==> config.mk <==
export PLATFORM = sky130hd
export DESIGN_NAME = damage_rectangle_merger_core
export DESIGN_NICKNAME = d
export VERILOG_FILES = /design/src/design/dmgr_pkg.sv /design/src/design/damage_rectangle_merger_core.sv /design/src/design/dmgr_geom.sv
export SDC_FILE = /design/constraint.sdc
export NUM_CORES = 1
export LEC_CHECK = 0
export BUFFER_PORTS_ARGS = -buffer_cell sky130_fd_sc_hd__buf_2
export CORE_MARGIN = 4
export CORE_UTILIZATION = 40
export DETAILED_ROUTE_END_ITERATION = 12
export SLEW_MARGIN = 20
export SYNTH_ARGS = -nofsm -noshare
export SYNTH_HDL_FRONTEND = slang
export SYNTH_SLANG_ARGS = --single-unit
==> constraint.sdc <==
create_clock -name clk_i -period 6.6 [get_ports clk_i]
set_input_delay 0.33 -clock clk_i [delete_from_list [all_inputs] [get_ports clk_i]]
set_output_delay 0.33 -clock clk_i [all_outputs]
set_load 0.03 [all_outputs]
==> src/design/dmgr_pkg.sv <==
`timescale 1ns / 1ps

package dmgr_pkg;

  // coordinate and field widths
  localparam int CoordW = 13;
  localparam int FontW  = 7;
  localparam int ColsW  = 11;
  localparam int IdxW   = 10;
  localparam int OriW   = 2;

  // merge window in undamaged cells
  localparam int MergeGap = 3;
  localparam int GapW     = $clog2(MergeGap + 1);

  // configuration port
  localparam int CfgAddrW = 3;
  localparam int CfgDataW = 13;

  localparam logic [CfgAddrW-1:0] RegOrientation  = 3'd0;
  localparam logic [CfgAddrW-1:0] RegFontWidth    = 3'd1;
  localparam logic [CfgAddrW-1:0] RegFontHeight   = 3'd2;
  localparam logic [CfgAddrW-1:0] RegColumns      = 3'd3;
  localparam logic [CfgAddrW-1:0] RegScreenWidth  = 3'd4;
  localparam logic [CfgAddrW-1:0] RegScreenHeight = 3'd5;

  // display orientation codes
  localparam logic [OriW-1:0] OriNormal = 2'd0;
  localparam logic [OriW-1:0] OriFlip   = 2'd1;
  localparam logic [OriW-1:0] OriRight  = 2'd2;
  localparam logic [OriW-1:0] OriLeft   = 2'd3;

  typedef struct packed {
    logic [OriW-1:0]   orientation;
    logic [FontW-1:0]  glyph_w;
    logic [FontW-1:0]  glyph_h;
    logic [ColsW-1:0]  columns;
    logic [CoordW-1:0] screen_width;
    logic [CoordW-1:0] screen_height;
  } cfg_t;

  // column and row products, wrapped to coordinate width
  typedef struct packed {
    logic [CoordW-1:0] cw;
    logic [CoordW-1:0] cw1;
    logic [CoordW-1:0] rh;
    logic [CoordW-1:0] rh1;
  } prod_t;

  typedef struct packed {
    logic [CoordW-1:0] x1;
    logic [CoordW-1:0] y1;
    logic [CoordW-1:0] x2;
    logic [CoordW-1:0] y2;
  } rect_t;

endpackage

==> src/design/damage_rectangle_merger_core.sv <==
`timescale 1ns / 1ps

// path: closing word via input and product registers, rectangle into the output register
// throughput: one cell word per cycle; only a stalled, occupied output register holds it up
// pipeline: input register, product register (four small multiplies), merge into output register
// reset: gap counter, valid flags and open rectangle cleared; registers take their defaults
// (orientation normal, font 8x16, 128 columns, screen 1024x768)
module damage_rectangle_merger_core (
  input  logic                          clk_i,
  input  logic                          rst_ni,
  // cell words
  input  logic                          in_valid_i,
  output logic                          in_stall_o,
  input  logic                          damaged_i,
  input  logic [dmgr_pkg::IdxW-1:0]     col_i,
  input  logic [dmgr_pkg::IdxW-1:0]     row_i,
  // rectangle words
  output logic                          out_valid_o,
  input  logic                          out_stall_i,
  output logic [dmgr_pkg::CoordW-1:0]   rect_x1_o,
  output logic [dmgr_pkg::CoordW-1:0]   rect_y1_o,
  output logic [dmgr_pkg::CoordW-1:0]   rect_x2_o,
  output logic [dmgr_pkg::CoordW-1:0]   rect_y2_o,
  // register writes
  input  logic                          cfg_valid_i,
  output logic                          cfg_ready_o,
  input  logic [dmgr_pkg::CfgAddrW-1:0] cfg_index_i,
  input  logic [dmgr_pkg::CfgDataW-1:0] cfg_data_i
);
  import dmgr_pkg::*;

  cfg_t cfg_q;

  logic            a_valid_q;
  logic            a_damaged_q;
  logic [IdxW-1:0] a_col_q;
  logic [IdxW-1:0] a_row_q;

  logic            p_valid_q;
  logic            p_damaged_q;
  logic            p_row_end_q;
  prod_t           p_prod_q;

  logic [GapW-1:0]   gap_q, gap_d;
  rect_t             open_q, open_d;
  logic              out_valid_q;
  rect_t             out_q;

  logic        out_free;
  logic        emit;
  logic        p_move, p_ready;
  logic        a_move, a_ready;
  logic        in_acc;
  rect_t       cell_rect;
  prod_t       prod_d;
  logic        row_end_d;
  logic [CoordW-1:0] cw_full, rh_full;
  logic [CoordW-1:0] cw1_full, rh1_full;

  // register file, writes always taken
  assign cfg_ready_o = 1'b1;

  always_ff @(posedge clk_i or negedge rst_ni) begin
    if (!rst_ni) begin
      cfg_q.orientation   <= OriNormal;
      cfg_q.glyph_w       <= FontW'(8);
      cfg_q.glyph_h       <= FontW'(16);
      cfg_q.columns       <= ColsW'(128);
      cfg_q.screen_width  <= CoordW'(1024);
      cfg_q.screen_height <= CoordW'(768);
    end else if (cfg_valid_i) begin
      case (cfg_index_i)
        RegOrientation:  cfg_q.orientation   <= cfg_data_i[OriW-1:0];
        RegFontWidth:    cfg_q.glyph_w       <= cfg_data_i[FontW-1:0];
        RegFontHeight:   cfg_q.glyph_h       <= cfg_data_i[FontW-1:0];
        RegColumns:      cfg_q.columns       <= cfg_data_i[ColsW-1:0];
        RegScreenWidth:  cfg_q.screen_width  <= cfg_data_i[CoordW-1:0];
        RegScreenHeight: cfg_q.screen_height <= cfg_data_i[CoordW-1:0];
        default: ;
      endcase
    end
  end

  // flow control, only the output register can block
  assign out_free   = !out_valid_q || !out_stall_i;
  assign p_move     = p_valid_q && (!emit || out_free);
  assign p_ready    = !p_valid_q || p_move;
  assign a_move     = a_valid_q && p_ready;
  assign a_ready    = !a_valid_q || a_move;
  assign in_stall_o = !a_ready;
  assign in_acc     = in_valid_i && a_ready;

  // input register
  always_ff @(posedge clk_i or negedge rst_ni) begin
    if (!rst_ni) begin
      a_valid_q <= 1'b0;
    end else if (in_acc) begin
      a_valid_q <= 1'b1;
    end else if (a_move) begin
      a_valid_q <= 1'b0;
    end
  end

  always_ff @(posedge clk_i) begin
    if (in_acc) begin
      a_damaged_q <= damaged_i;
      a_col_q     <= col_i;
      a_row_q     <= row_i;
    end
  end

  // column and row products, row end test
  assign cw_full   = CoordW'(a_col_q) * CoordW'(cfg_q.glyph_w);
  assign rh_full   = CoordW'(a_row_q) * CoordW'(cfg_q.glyph_h);
  assign cw1_full  = (CoordW'(a_col_q) + CoordW'(1)) * CoordW'(cfg_q.glyph_w);
  assign rh1_full  = (CoordW'(a_row_q) + CoordW'(1)) * CoordW'(cfg_q.glyph_h);
  assign prod_d.cw  = cw_full;
  assign prod_d.rh  = rh_full;
  assign prod_d.cw1 = cw1_full;
  assign prod_d.rh1 = rh1_full;
  assign row_end_d  = (ColsW'(a_col_q) + ColsW'(1)) >= cfg_q.columns;

  // product register
  always_ff @(posedge clk_i or negedge rst_ni) begin
    if (!rst_ni) begin
      p_valid_q <= 1'b0;
    end else if (a_move) begin
      p_valid_q <= 1'b1;
    end else if (p_move) begin
      p_valid_q <= 1'b0;
    end
  end

  always_ff @(posedge clk_i) begin
    if (a_move) begin
      p_damaged_q <= a_damaged_q;
      p_row_end_q <= row_end_d;
      p_prod_q    <= prod_d;
    end
  end

  // screen rectangle of the cell
  dmgr_geom u_geom (
    .cfg_i  (cfg_q),
    .prod_i (p_prod_q),
    .cell_o (cell_rect)
  );

  // merge into the open rectangle, gap countdown, row end flush
  always_comb begin
    gap_d  = gap_q;
    open_d = open_q;
    emit   = 1'b0;
    if (p_damaged_q) begin
      if (gap_q != '0) begin
        open_d.x1 = (cell_rect.x1 < open_q.x1) ? cell_rect.x1 : open_q.x1;
        open_d.y1 = (cell_rect.y1 < open_q.y1) ? cell_rect.y1 : open_q.y1;
        open_d.x2 = (cell_rect.x2 > open_q.x2) ? cell_rect.x2 : open_q.x2;
        open_d.y2 = (cell_rect.y2 > open_q.y2) ? cell_rect.y2 : open_q.y2;
      end else begin
        open_d = cell_rect;
      end
      gap_d = GapW'(MergeGap);
    end else if (gap_q != '0) begin
      gap_d = gap_q - GapW'(1);
      emit  = (gap_q == GapW'(1));
    end
    if (p_row_end_q && gap_d != '0) begin
      gap_d = '0;
      emit  = 1'b1;
    end
  end

  always_ff @(posedge clk_i or negedge rst_ni) begin
    if (!rst_ni) begin
      gap_q  <= '0;
      open_q <= '0;
    end else if (p_move) begin
      gap_q  <= gap_d;
      open_q <= open_d;
    end
  end

  // output register
  always_ff @(posedge clk_i or negedge rst_ni) begin
    if (!rst_ni) begin
      out_valid_q <= 1'b0;
    end else if (p_move && emit) begin
      out_valid_q <= 1'b1;
    end else if (out_free) begin
      out_valid_q <= 1'b0;
    end
  end

  always_ff @(posedge clk_i) begin
    if (p_move && emit) begin
      out_q <= open_d;
    end
  end

  assign out_valid_o = out_valid_q;
  assign rect_x1_o   = out_q.x1;
  assign rect_y1_o   = out_q.y1;
  assign rect_x2_o   = out_q.x2;
  assign rect_y2_o   = out_q.y2;

  // gap counter stays within the merge window
  a_gap_range: assert property (@(posedge clk_i) disable iff (!rst_ni)
    gap_q <= GapW'(MergeGap))
    else $error("gap counter beyond merge window");

  // a row end leaves no rectangle open
  a_row_end_flush: assert property (@(posedge clk_i) disable iff (!rst_ni)
    (p_move && p_row_end_q) |=> (gap_q == '0))
    else $error("rectangle still open after row end");

  // a rectangle is only emitted from an open one or a damaged cell
  a_emit_source: assert property (@(posedge clk_i) disable iff (!rst_ni)
    (p_move && emit) |-> (gap_q != '0 || p_damaged_q))
    else $error("rectangle emitted with nothing open");

  // empty input register never stalls the cell side
  a_no_false_stall: assert property (@(posedge clk_i) disable iff (!rst_ni)
    !a_valid_q |-> !in_stall_o)
    else $error("stall raised with empty input register");

  // a blocked product stage keeps its word
  a_p_hold: assert property (@(posedge clk_i) disable iff (!rst_ni)
    (p_valid_q && !p_move) |=> p_valid_q)
    else $error("product stage word lost");

endmodule

==> src/design/dmgr_geom.sv <==
`timescale 1ns / 1ps

module dmgr_geom (
  input  dmgr_pkg::cfg_t  cfg_i,
  input  dmgr_pkg::prod_t prod_i,
  output dmgr_pkg::rect_t cell_o
);
  import dmgr_pkg::*;

  logic              rotated;
  logic [FontW-1:0]  ext_w;
  logic [FontW-1:0]  ext_h;
  logic [CoordW-1:0] x1;
  logic [CoordW-1:0] y1;

  // cell extent swaps when the display is turned sideways
  assign rotated = cfg_i.orientation[1];
  assign ext_w   = rotated ? cfg_i.glyph_h : cfg_i.glyph_w;
  assign ext_h   = rotated ? cfg_i.glyph_w : cfg_i.glyph_h;

  // top-left corner per orientation, all wrapping
  always_comb begin
    case (cfg_i.orientation)
      OriNormal: begin
        x1 = prod_i.cw;
        y1 = prod_i.rh;
      end
      OriFlip: begin
        x1 = cfg_i.screen_width - prod_i.cw1;
        y1 = cfg_i.screen_height - prod_i.rh1;
      end
      OriRight: begin
        x1 = cfg_i.screen_width - prod_i.rh1;
        y1 = prod_i.cw;
      end
      default: begin
        x1 = prod_i.rh;
        y1 = cfg_i.screen_height - prod_i.cw1;
      end
    endcase
  end

  // exclusive bottom-right corner
  assign cell_o.x1 = x1;
  assign cell_o.y1 = y1;
  assign cell_o.x2 = x1 + CoordW'(ext_w);
  assign cell_o.y2 = y1 + CoordW'(ext_h);

endmodule
After elaboration in Yosys (flattened, before gate mapping) --
Cells that the tools add are included.
Word-level totals: memory bits (writable) 0, register bits after elaboration 237, output and inout bits 55, memories kept 0, input bits 42, logic and storage cells 104, memory bits (read-only) 0, latch bits 0
Operators by class: equality and inequality tests 8, multiply operators 4, order comparisons 5, shift operators 0, reductions and logical operators 28, div/mod/pow operators 0, bitwise gates (word level) 0, muxes and demuxes 22, add/subtract/negate cells 10
Operators by type and width (count):
- 2-to-1 mux 52 bit | 2
- one-hot mux 13 bit (3 select lines) | 2
- 2-to-1 mux 13 bit | 4
- subtractor 13 bit | 4
- adder 10 x 1 -> 11 bit (second input constant) | 3
- adder 13 x 7 -> 13 bit | 2
- > comparator 13 bit | 2
- less-than comparator 13 bit | 2
- multiplier 10 x 7 -> 13 bit | 2
- multiplier 11 x 7 -> 13 bit | 2
- 2-to-1 mux 7 bit | 2
- AND reduction 2 bit | 6
- greater-or-equal comparator 11 bit | 1
- nonzero test 2 bit | 5
- 2-to-1 mux 1 bit | 9
- == test 3 x 2 -> 1 bit (second input constant) | 2
- == test 3 bit (second input constant) | 2
- logical NOT 1 bit | 6
- 2-to-1 mux 2 bit | 3
- logical AND 1 bit | 5
- == test 2 x 1 -> 1 bit (second input constant) | 2
- logical OR 1 bit | 4
- == test 3 x 1 -> 1 bit (second input constant) | 1
- logical NOT 3 bit | 1
- other kinds (3) | 3

Logic depth before layout (Yosys ltp) --
Gate-level depths: netlist of run 1.
depth after elaboration 14, gate-level depth with buffers 34, mapped depth without buffers 30

Modules after synthesis --
A second synthesis of run 1 with hierarchy kept.
Unflattened totals: cells, all modules 1930, area total of the unflattened synthesis 20614.8 sq um
By module, submodules not included:
- damage_rectangle_merger_core | instances 1, seq. area each 6573.8 sq um, cells an instance 1567, area each 17822.1 sq um
- dmgr_geom | instances 1, seq. area each 0.0 sq um, cells an instance 363, area each 2792.7 sq um

Worst setup path after synthesis of run 1 --
OpenSTA, ideal clock, no wires.
path kind reg2reg, start point register cfg_q[52] (netlist name), end point register open_q[5] (netlist name), cell stages (with the launch flop) 30, data arrival time 6390 ps, data required time 6467 ps, library setup time 133 ps, buffers on the path 4, slack 77 ps, clock period less this slack 6523 ps, cell sequence dfrtp_1 -> clkbuf_1 -> buf_1 -> inv_1 -> ha_1 -> clkbuf_1 -> mux2_2 -> ha_1 -> fa_1 -> xor2_1 -> o21ai_0 -> ha_1 -> a21o_1 -> a21oi_1 -> nor2b_1 -> o21a_1 -> o21a_1 -> o21ai_0 -> nor3b_2 -> a31oi_1 -> nor2_1 -> ha_1 -> o211ai_1 -> a31oi_1 -> o21ai_0 -> nor2_1 -> buf_2 -> mux2_2 -> nor2_1 -> a21oi_1
RTL lines:
- start: declaration | line damage_rectangle_merger_core.sv:32 | cfg_t cfg_q;
- end signal: assignment | line damage_rectangle_merger_core.sv:180 | open_q <= open_d;
- end: declaration | line damage_rectangle_merger_core.sv:45 | rect_t open_q, open_d;

==> results by group, run 1 <==
STA
  – Layout Skew: about 15 ps
  – Post-layout min period: between 6000 and 7000 ps
  – Final setup fails: 0
  – Worst Tran Pin Value: 1000 ps
  – Max-slew violations: 0
  – Fin worst setup slack: roughly 290 ps
  – Hold Slack: about 76 ps
  – Max frequency: 158 MHz
  – Tcrit/Tclk final: 0.956
  – Relative slew slack: 0.326
  – Final Hold Viols: 0

Setup path
  – Crit start category: flip-flop
  – FF-to-FF Start: cfg_q[52]
  – Biggest fanout along the worst timing path: 16
  – R2R depth: 27
  – Arrival time worst endpoint: approximately 6800 ps
  – Worst Setup SP: cfg_q[52]
  – Crit path capture: open_q[0]
  – Reg2reg end: open_q[0]
  – Req. time, crit path: just over 7000 ps
  – Crit. End Element: flip-flop
  – Reg2Reg Setup Slack: 290 ps
  – Setup CP Type: flip-flop to flip-flop

Global route
  – Total grt overflow: 0
  – Initial antenna violation count: 2
  – Global-route wire length before repair: between 80000 and 90000 um
  – Vias in the first global route: between 10000 and 15000
  – Total Routing Usage GR: 0.189
  – Largest net degree at the start of global routing: 60

Place
  – Post-place setup slack: 193 ps
  – RePlAce Congestion: a little under 0.9
  – Placed wire-length estimate: 37500 um
  – Port bufs: 95

Pwr
  – P_sw: between 5 and 6 mW
  – Leakage: a little over 10 nW
  – Internal: 7.27 mW
  – Sw Share: 0.449
  – Sequential Power Share: 0.222
  – PwrDens: 581 nW/um2
  – VDD IR max: ~0.00022 V
  – Gate power share: 0.652
  – Clock network power share: 0.126

Yosys
  – Compound-Gate Fraction of Synth Area: 0.102
  – Adder-Cell Fraction of Synth Area: 0.261
  – Area leader, netlist: edfxtp_1
  – Synth warnings: 0
  – Synth Area in Simple Gates: 0.121
  – Mean Syn Cell Area: approximately 10 um2
  – Top post-synthesis cells by area: edfxtp_1 (19%), fa_1 (14%), dfrtp_1 (13%)
  – Top FF cell, synth: edfxtp_1
  – Mapped cell area: approximately 20000 um2
  – Post-synthesis cell count: around 2000
  – Sequential share of the synthesized area: 0.327
  – Synth Area in XOR/XNOR: 0.0483
  – Largest family of logic cells by synthesized area: adder cells
  – Yosys reg bits: 237
  – EDFF count, synth: roughly 130
  – Post-synthesis mux area share: 0.0785
  – Unique cell type count in the Yosys netlist: 75
  – Syn Nets: between 2000 and 2500
  – Post-synth top area share: 0.190
  – Async SR Flop Fraction: 0.464

CTS
  – Clk sink count: 237
  – CTS tree: yes
  – Root Driver: clkbuf_16
  – Clock Path Buffers: 3
  – Clk_lat worst skew: about 560 ps
  – H-Tree Level Count: 1
  – CTS clock-pin slew for the worst setup and hold paths: ~60 ps
  – CTS Buf Count: 28

Drt
  – Routed len/inst: approximately 18 um
  – Post-DRT Antenna Nets: 0
  – Final wirelength: between 50000 and 60000 um
  – Drt drc: 0
  – Detailed Route Iter0 Violations: about 980
  – Via count: between 10000 and 15000
  – Via-to-Cell Ratio: approximately 5.2
  – Drt first pass iters: 8

Layout
  – Final core utilization: 0.460
  – Nets: between 2000 and 2500
  – Fraction of layout cells with a size suffix above 1: 0.159
  – Highest-count cells in the layout ignoring fill and taps: inv_1 (248), nand2_1 (216), ha_1 (189)
  – Commonest non-fill, non-tap cell in the layout: inv_1
  – Layout overhead on the synthesized area: 12.8%

Floorplanning
  – Die Y: about 230 um
  – CORE AREA: 49400 um2
  – I/O pins: 97
  – Die Area: between 50000 and 60000 um2
  – Starting Density: 0.408
  – Row cnt: between 80 and 90
  – Chip Width: around 230 um

Hold path
  – Hold Crit Class: input port to flip-flop

Outcome
  – Outcome: finished, final reports clean

Job
  – Max-capacitance violation count: 0
## repair_timing
action	4_1_cts	5_1_grt
buffers inserted	0	1
hold endpoints to repair	73	0
hold buffers	23	0
setup endpoints to repair	0	44
resized for setup	0	14
## power by group through the flow
stage | combinational (mW) | clock [mW] | sequential (mW)
floorplan | 6.47 | 0 | 2.93
global placement | 8.33 | 0 | 2.94
detailed placement | 8.52 | 0 | 2.95
CTS | 8.59 | 1.72 | 2.92
global route | 9.78 | 1.78 | 2.96
finish | 8.60 | 1.67 | 2.92
## layout make-up
class                   instances  area, um2
inverters                     249        938
multi-input cells            1400      12400
repair buffers                154        986
fillers                      4635      26700
diodes                          2       5.00
flip-flops and latches        237       6570
well taps                     664        831
clock inverters                13        153
clock buffers                  39        857
## metal layers
layer / up-vias / GRT usage / share of wire
met4: 0 / 0.0521 / 0.027
met1: 7173 / 0.260 / 0.45
met5: - / 0 / 0
met3: 86 / 0.0216 / 0.052
met2: 364 / 0.317 / 0.47
li1: 6813 / - / -
## synth_stat cells (7+ instances only)
master    count
inv_1       249
nand2_1     216
ha_1        189
fa_1        144
edfxtp_1    127
mux2_2      114
dfrtp_1     104
a21oi_1      96
and2_1       95
xnor2_1      89
nor2_1       77
clkbuf_1     59
o21ai_0      57
mux2i_1      28
o21a_1       26
o21bai_1     24
a21o_1       23
nand3_1      23
xor2_1       22
nor2b_1      21
nor3_1       16
a22oi_1      14
nand2b_1     13
buf_2        12
a31oi_1       8
and3_1        7
## sequential cells by signal (all words and copies together), names as in the netlist, 2 cells and up
name       flops
gap_q          2
p_prod_q      52
rect_y2_o     13
a_col_q       10
rect_x2_o     13
a_row_q       10
rect_y1_o     13
cfg_q         53
open_q        52
rect_x1_o     13
## cell families after synthesis
| family | count (synthesis) |
|---|---|
| buffers and inverters | 328 |
| adder cells (fa/ha/maj) | 333 |
| flip-flops | 237 |
| AND/OR/NAND/NOR | 504 |
| XOR/XNOR | 111 |
| multiplexers | 143 |
| AO/OA/AOI/OAI | 308 |
| other | 1 |
## critical path, stage by stage, from the launching register on
cell	delay, ps
dfrtp_1	380
buf_4	200
inv_1	120
ha_1	220
mux2_2	350
ha_1	220
fa_1	450
nor2b_4	140
o31a_1	190
a211oi_1	80
a221o_1	350
ha_1	360
nor2b_1	140
o21a_1	160
o21a_1	160
o21ai_2	80
nor3b_2	290
and4_1	300
nor2_1	70
ha_1	330
o211ai_1	100
a31oi_1	150
o21ai_0	130
buf_4	200
nor2_1	190
buf_6	210
mux2_2	360
mux2_2	250
## worst min-delay path by stage
stage / start / end / slack [ps] / cells after the start
after CTS: cfg_data_i[12] / cfg_q[12] / 40 / 2
final: cfg_data_i[12] / cfg_q[12] / 80 / 2
after detailed placement: rst_ni / open_q[7] / 440 / 1
after floorplan: rst_ni / a_valid_q / 30 / 0
after global placement: rst_ni / open_q[7] / 450 / 1
after global routing: cfg_data_i[12] / cfg_q[25] / 60 / 2
## stage by stage
stage | TNS, ps | area, um2 | cells | power (mW)
3_3_place_gp | 0 | 21400 | 2680 | 11.3
3_5_place_dp | 0 | 21400 | 2680 | 11.5
2_1_floorplan | 0 | 20100 | 1965 | 9.40
6_report | 0 | 22700 | 2758 | 13.2
5_1_grt | -239 | 22700 | 2758 | 14.5
4_1_cts | 0 | 22600 | 2755 | 13.2
Note: power is estimated with default switching activity, not from simulation.
==> run 2, diff against run 1 <==
Settings changed: RECOVER_POWER set to 25.
==> results by group, run 2 (synthesis results as in run 1) <==
Outcome
  – Outcome: finished with violations
  – Violated checks: capacitance limit, slew limit

Setup path
  – Arrival time worst endpoint: 6730 ps
  – Reg2reg end: open_q[0]
  – Req. time, crit path: 7050 ps
  – Crit path capture: open_q[0]
  – Crit. End Element: flip-flop
  – Max incr delay on CP: 450 ps
  – Crit path top cell by count: ha_1
  – FF-to-FF Start: cfg_q[52]
  – Reg2Reg Setup Slack: around 320 ps
  – Worst Setup SP: cfg_q[52]
  – Biggest fanout along the worst timing path: 16
  – R2R depth: 27
  – CP max stage cell: fa_1
  – Crit start category: flip-flop
  – Setup CP Type: flip-flop to flip-flop

Drt
  – Met1 Wirelength: 22500 um
  – Post-DRT Antenna Nets: 0
  – Via-to-Cell Ratio: between 5 and 6
  – Drt first pass iters: 6
  – Via count: 14400
  – Met2 wire length: 23700 um
  – Top Layer Used: met4
  – Met3 routed WL: 2480 um
  – Final wirelength: between 50000 and 60000 um
  – Drt drc: 0
  – Detailed Route Iter0 Violations: 989
  – Routed len/inst: approximately 18 um

Layout
  – Final core utilization: 0.459
  – Max reg flops: 53
  – Layout overhead on the synthesized area: 12.6%
  – Top reg by flops: cfg_q
  – Highest-count cells in the layout ignoring fill and taps: inv_1 (248), nand2_1 (216), ha_1 (189)
  – Fraction of layout cells with a size suffix above 1: 0.152
  – Nets: ~2400
  – Biggest regs: cfg_q: 53 flops, open_q: 52 flops, p_prod_q: 52 flops
  – Filler Cell Count: ~4700
  – Commonest non-fill, non-tap cell in the layout: inv_1

Hold path
  – Hold Crit Class: input port to flip-flop

STA
  – Final setup fails: 0
  – Hold Slack: between 70 and 80 ps
  – Max frequency: roughly 160 MHz
  – Post-layout min period: 6280 ps
  – Worst Tran Pin Value: approximately 3100 ps
  – Final Hold Viols: 0
  – Relative slew slack: -1.06
  – Tcrit/Tclk final: 0.952
  – Layout Skew: approximately 15 ps
  – Max-slew violations: between 60 and 70

Pwr
  – Leakage: 10.2 nW
  – VDD IR max: 0.000220 V
  – PwrDens: between 500 and 600 nW/um2
  – Total chip power: between 10 and 15 mW

Job
  – Max-capacitance violation count: 2

Global route
  – Vias in the first global route: 15000
  – Largest net degree at the start of global routing: 60
  – Total grt overflow: 0
  – Initial antenna violation count: 3
  – Global-route wire length before repair: a little over 80000 um
  – Total Routing Usage GR: 0.189

Floorplanning
  – Starting Density: 0.408
  – Chip Width: ~230 um
  – Die Y: 232 um
  – Die Area: 53900 um2
  – I/O pins: between 90 and 100
  – Row cnt: between 80 and 90
  – CORE AREA: 49400 um2

CTS
  – Clock Path Buffers: 3
  – CTS Buf Count: 28
  – Clk_lat worst skew: between 500 and 600 ps
  – H-Tree Level Count: 1
  – CTS clock-pin slew for the worst setup and hold paths: around 60 ps
  – Root Driver: clkbuf_16
  – CTS tree: yes
  – Clk sink count: ~240

Place
  – Port bufs: 95
  – Placed wire-length estimate: 37500 um
  – RePlAce Congestion: a little under 0.9
run 2: cell count changes in the layout (fill, tap and decap cells not counted), sizes merged:
cell    before  now
clkbuf      39   49
buf        131  121
run 2: report_power, final:
part	internal [mW]	leakage (nW)	switching (mW)	total (mW)
sequential	2.49	2.53	0.430	2.92
clock	1.02	0.492	0.642	1.67
combinational	3.75	7.16	4.84	8.59
run 2: worst max-delay path: cells and delay by family (launching register included):
kind	cells	cell delay (ps)
adders and majority gates	5	1580
muxes	3	960
DFF	1	390
AOI/OAI and AO/OA	9	1390
and+or+nand+nor	6	1110
buffers and inverters	4	730
run 2: cell type report:
cell class / count / area, um2 / area share
antenna: 2 / 5.00 / 0.000221
clock buffer: 39 / 857 / 0.0378
clock inverter: 13 / 153 / 0.00674
inverter: 249 / 938 / 0.0414
multi-input combinational: 1400 / 12300 / 0.545
sequential: 237 / 6570 / 0.290
tap: 664 / 831 / 0.0367
timing repair buffer: 154 / 956 / 0.0422
run 2: how the worst min path moves through the flow:
stage | startpoint | slack, ps | end | depth (start not counted)
after floorplan | rst_ni | 30 | a_valid_q | 0
after global placement | rst_ni | 450 | open_q[7] | 1
after detailed placement | rst_ni | 440 | open_q[7] | 1
after CTS | cfg_data_i[12] | 40 | cfg_q[12] | 2
after global routing | cfg_data_i[12] | 60 | cfg_q[25] | 2
final | cfg_data_i[12] | 80 | cfg_q[12] | 2
run 2: per-layer routing:
metal | vias to the layer above | global-route usage
met5 | - | 0
met4 | 0 | 0.0521
met3 | 79 | 0.0216
met2 | 357 | 0.317
met1 | 7183 | 0.260
li1 | 6813 | -
run 2: what timing repair did:
| action | 4_1_cts | 5_1_grt |
|---|---|---|
| hold buffers | 23 | 0 |
| gates resized for setup | 0 | 14 |
| endpoints found under the setup margin | 0 | 44 |
| setup buffers | 0 | 1 |
| endpoints found under the hold margin | 73 | 0 |
run 2: metrics by stage:
| stage | instances | setup WS (ps) | cell area (um2) | setup TNS [ps] |
|---|---|---|---|---|
| 2_1_floorplan | 1965 | 77.2 | 20100 | 0 |
| 3_3_place_gp | 2680 | 422 | 21400 | 0 |
| 5_1_grt | 2758 | -39.1 | 22700 | -239 |
| 3_5_place_dp | 2680 | 193 | 21400 | 0 |
| 6_report | 2758 | 317 | 22700 | 0 |
| 4_1_cts | 2755 | 179 | 22600 | 0 |
==> run 3, diff against run 2 <==
Settings changed: CELL_PAD_IN_SITES_DETAIL_PLACEMENT set to 0, CELL_PAD_IN_SITES_GLOBAL_PLACEMENT set to 1, PLACE_DENSITY set to 0.75.
==> results by group, run 3 (synthesis results as in run 1) <==
STA
  – Fin worst setup slack: a little under 400 ps
  – Max frequency: about 160 MHz
  – Final setup fails: 0
  – Tcrit/Tclk final: 0.940
  – Post-layout min period: about 6200 ps
  – Relative slew slack: -0.945
  – Max-slew violations: 63
  – Final Hold Viols: 0
  – Layout Skew: between 10 and 15 ps
  – Worst Tran Pin Value: between 2000 and 3000 ps

Floorplanning
  – I/O pins: 97
  – Die Y: ~230 um
  – Die Area: 53900 um2
  – Row cnt: 81
  – CORE AREA: 49400 um2
  – Starting Density: 0.408
  – Chip Width: ~230 um

Setup path
  – WP buf/inv: 3
  – Arrival time worst endpoint: around 6500 ps
  – Max incr delay on CP: 400 ps
  – Crit path top cell by count: ha_1
  – CP max stage cell: dfrtp_1
  – Top delay family on crit path: compound AO/OA/AOI/OAI gates
  – Biggest fanout along the worst timing path: 16
  – Crit start category: flip-flop
  – Req. time, crit path: about 6900 ps
  – Crit. End Element: flip-flop
  – Setup CP Type: flip-flop to flip-flop

Pwr
  – Leakage: 10.2 nW
  – Internal: 7.22 mW
  – Sw Share: 0.450
  – VDD IR max: 0.000218 V
  – Clock network power share: 0.124
  – P_sw: 5.90 mW
  – Sequential Power Share: 0.222
  – PwrDens: between 500 and 600 nW/um2
  – Total chip power: about 13 mW
  – Gate power share: 0.654

CTS
  – CTS clock-pin slew for the worst setup and hold paths: approximately 60 ps
  – Clock Path Buffers: 3
  – CTS Buf Count: 28
  – Setup repair bufs after CTS: 0
  – Clk_lat worst skew: about 560 ps
  – Clk sink count: 237
  – CTS tree: yes
  – H-Tree Level Count: 1
  – Root Driver: clkbuf_16

Drt
  – Drt drc: 0
  – Via-to-Cell Ratio: between 5 and 6
  – Final wirelength: 50500 um
  – Drt first pass iters: 5
  – Post-DRT Antenna Nets: 0
  – Routed len/inst: about 18 um
  – Detailed Route Iter0 Violations: between 800 and 900
  – Via count: between 10000 and 15000

Global route
  – Initial antenna violation count: 1
  – Total grt overflow: 0
  – Total Routing Usage GR: 0.189
  – Vias in the first global route: 14800
  – Largest net degree at the start of global routing: 65
  – Global-route wire length before repair: slightly above 80000 um

Layout
  – Highest-count cells in the layout ignoring fill and taps: inv_1 (248), nand2_1 (216), ha_1 (189)
  – Biggest regs: cfg_q: 53 flops, open_q: 52 flops, p_prod_q: 52 flops
  – Fraction of layout cells with a size suffix above 1: 0.149
  – Layout overhead on the synthesized area: 12.5%
  – Max reg flops: 53
  – Nets: approximately 2500
  – Top reg by flops: cfg_q
  – Commonest non-fill, non-tap cell in the layout: inv_1

Outcome
  – Outcome: finished with violations
  – Violated checks: capacitance limit, slew limit

Hold path
  – Hold Crit Class: input port to flip-flop

Place
  – Post-place setup slack: around 240 ps
  – Placed wire-length estimate: approximately 38000 um
  – Port bufs: between 90 and 100
  – RePlAce Congestion: around 0.88

Job
  – Max-capacitance violation count: 2
[run 3: path summary, 6_finish.rpt]
check | from | end | slack (ps) | cells past startpoint
worst max-delay path | cfg_q[51] | rect_x2_o[9] | 390 | 28
worst min-delay path | out_stall_i | out_valid_o | 70 | 3
worst max register to register | cfg_q[51] | rect_x2_o[9] | 390 | 28
worst min register to register | a_damaged_q | p_damaged_q | 470 | 0
max in group asynchronous | rst_ni | cfg_q[43] | 3270 | 3
min in group asynchronous | rst_ni | open_q[35] | 1240 | 2
[run 3: what timing repair did]
item | 4_1_cts | 5_1_grt
endpoints found under the hold margin | 68 | 0
hold buffers | 23 | 0
setup endpoints to repair | 0 | 30
gates resized for setup | 0 | 10
[run 3: metal layers]
metal | GRT usage | vias to the layer above | wire [um]
li1 | - | 6823 | -
met1 | 0.252 | 7180 | 22600
met2 | 0.320 | 335 | 24000
met3 | 0.0242 | 106 | 2320
met4 | 0.0607 | 0 | 1630
met5 | 0 | - | 0
[run 3: area by class of cell]
cell class | instances | area [um2]
Sequential cell | 237 | 6570
Multi-Input combinational cell | 1400 | 12300
Inverter | 249 | 938
Clock inverter | 12 | 173
Antenna cell | 3 | 7.51
Clock buffer | 40 | 797
Tap cell | 664 | 831
Fill cell | 4639 | 26700
Timing Repair Buffer | 159 | 982
[run 3: power groups by stage]
stage	combinational, mW	clock (mW)	sequential, mW
after floorplan	6.47	0	2.93
after detailed placement	8.54	0	2.94
after global routing	9.75	1.73	2.96
after CTS	8.62	1.67	2.92
final	8.58	1.62	2.92
after global placement	8.37	0	2.94
[run 3: metrics by stage]
stage | setup TNS, ps | cell area (um2) | hold slack, ps | std cells | utilization
2_1_floorplan | 0 | 20100 | 34.4 | 1965 | -
3_3_place_gp | 0 | 21400 | 409 | 2686 | 0.434
3_5_place_dp | 0 | 21400 | 417 | 2686 | 0.434
4_1_cts | 0 | 22600 | 41.5 | 2761 | 0.459
5_1_grt | -39.6 | 22600 | 60.0 | 2762 | 0.459
6_report | 0 | 22600 | 67.8 | 2764 | 0.459
[run 3: worst reg2reg max path: cells and delay by family (launching register included)]
family	cells	cell delay (ps)
AOI/OAI and AO/OA	10	2040
xor gates and xnor gates	1	130
adders and majority gates	4	1160
buffers and inverters	3	510
DFF	1	400
muxes	2	580
and+or+nand+nor	8	1150
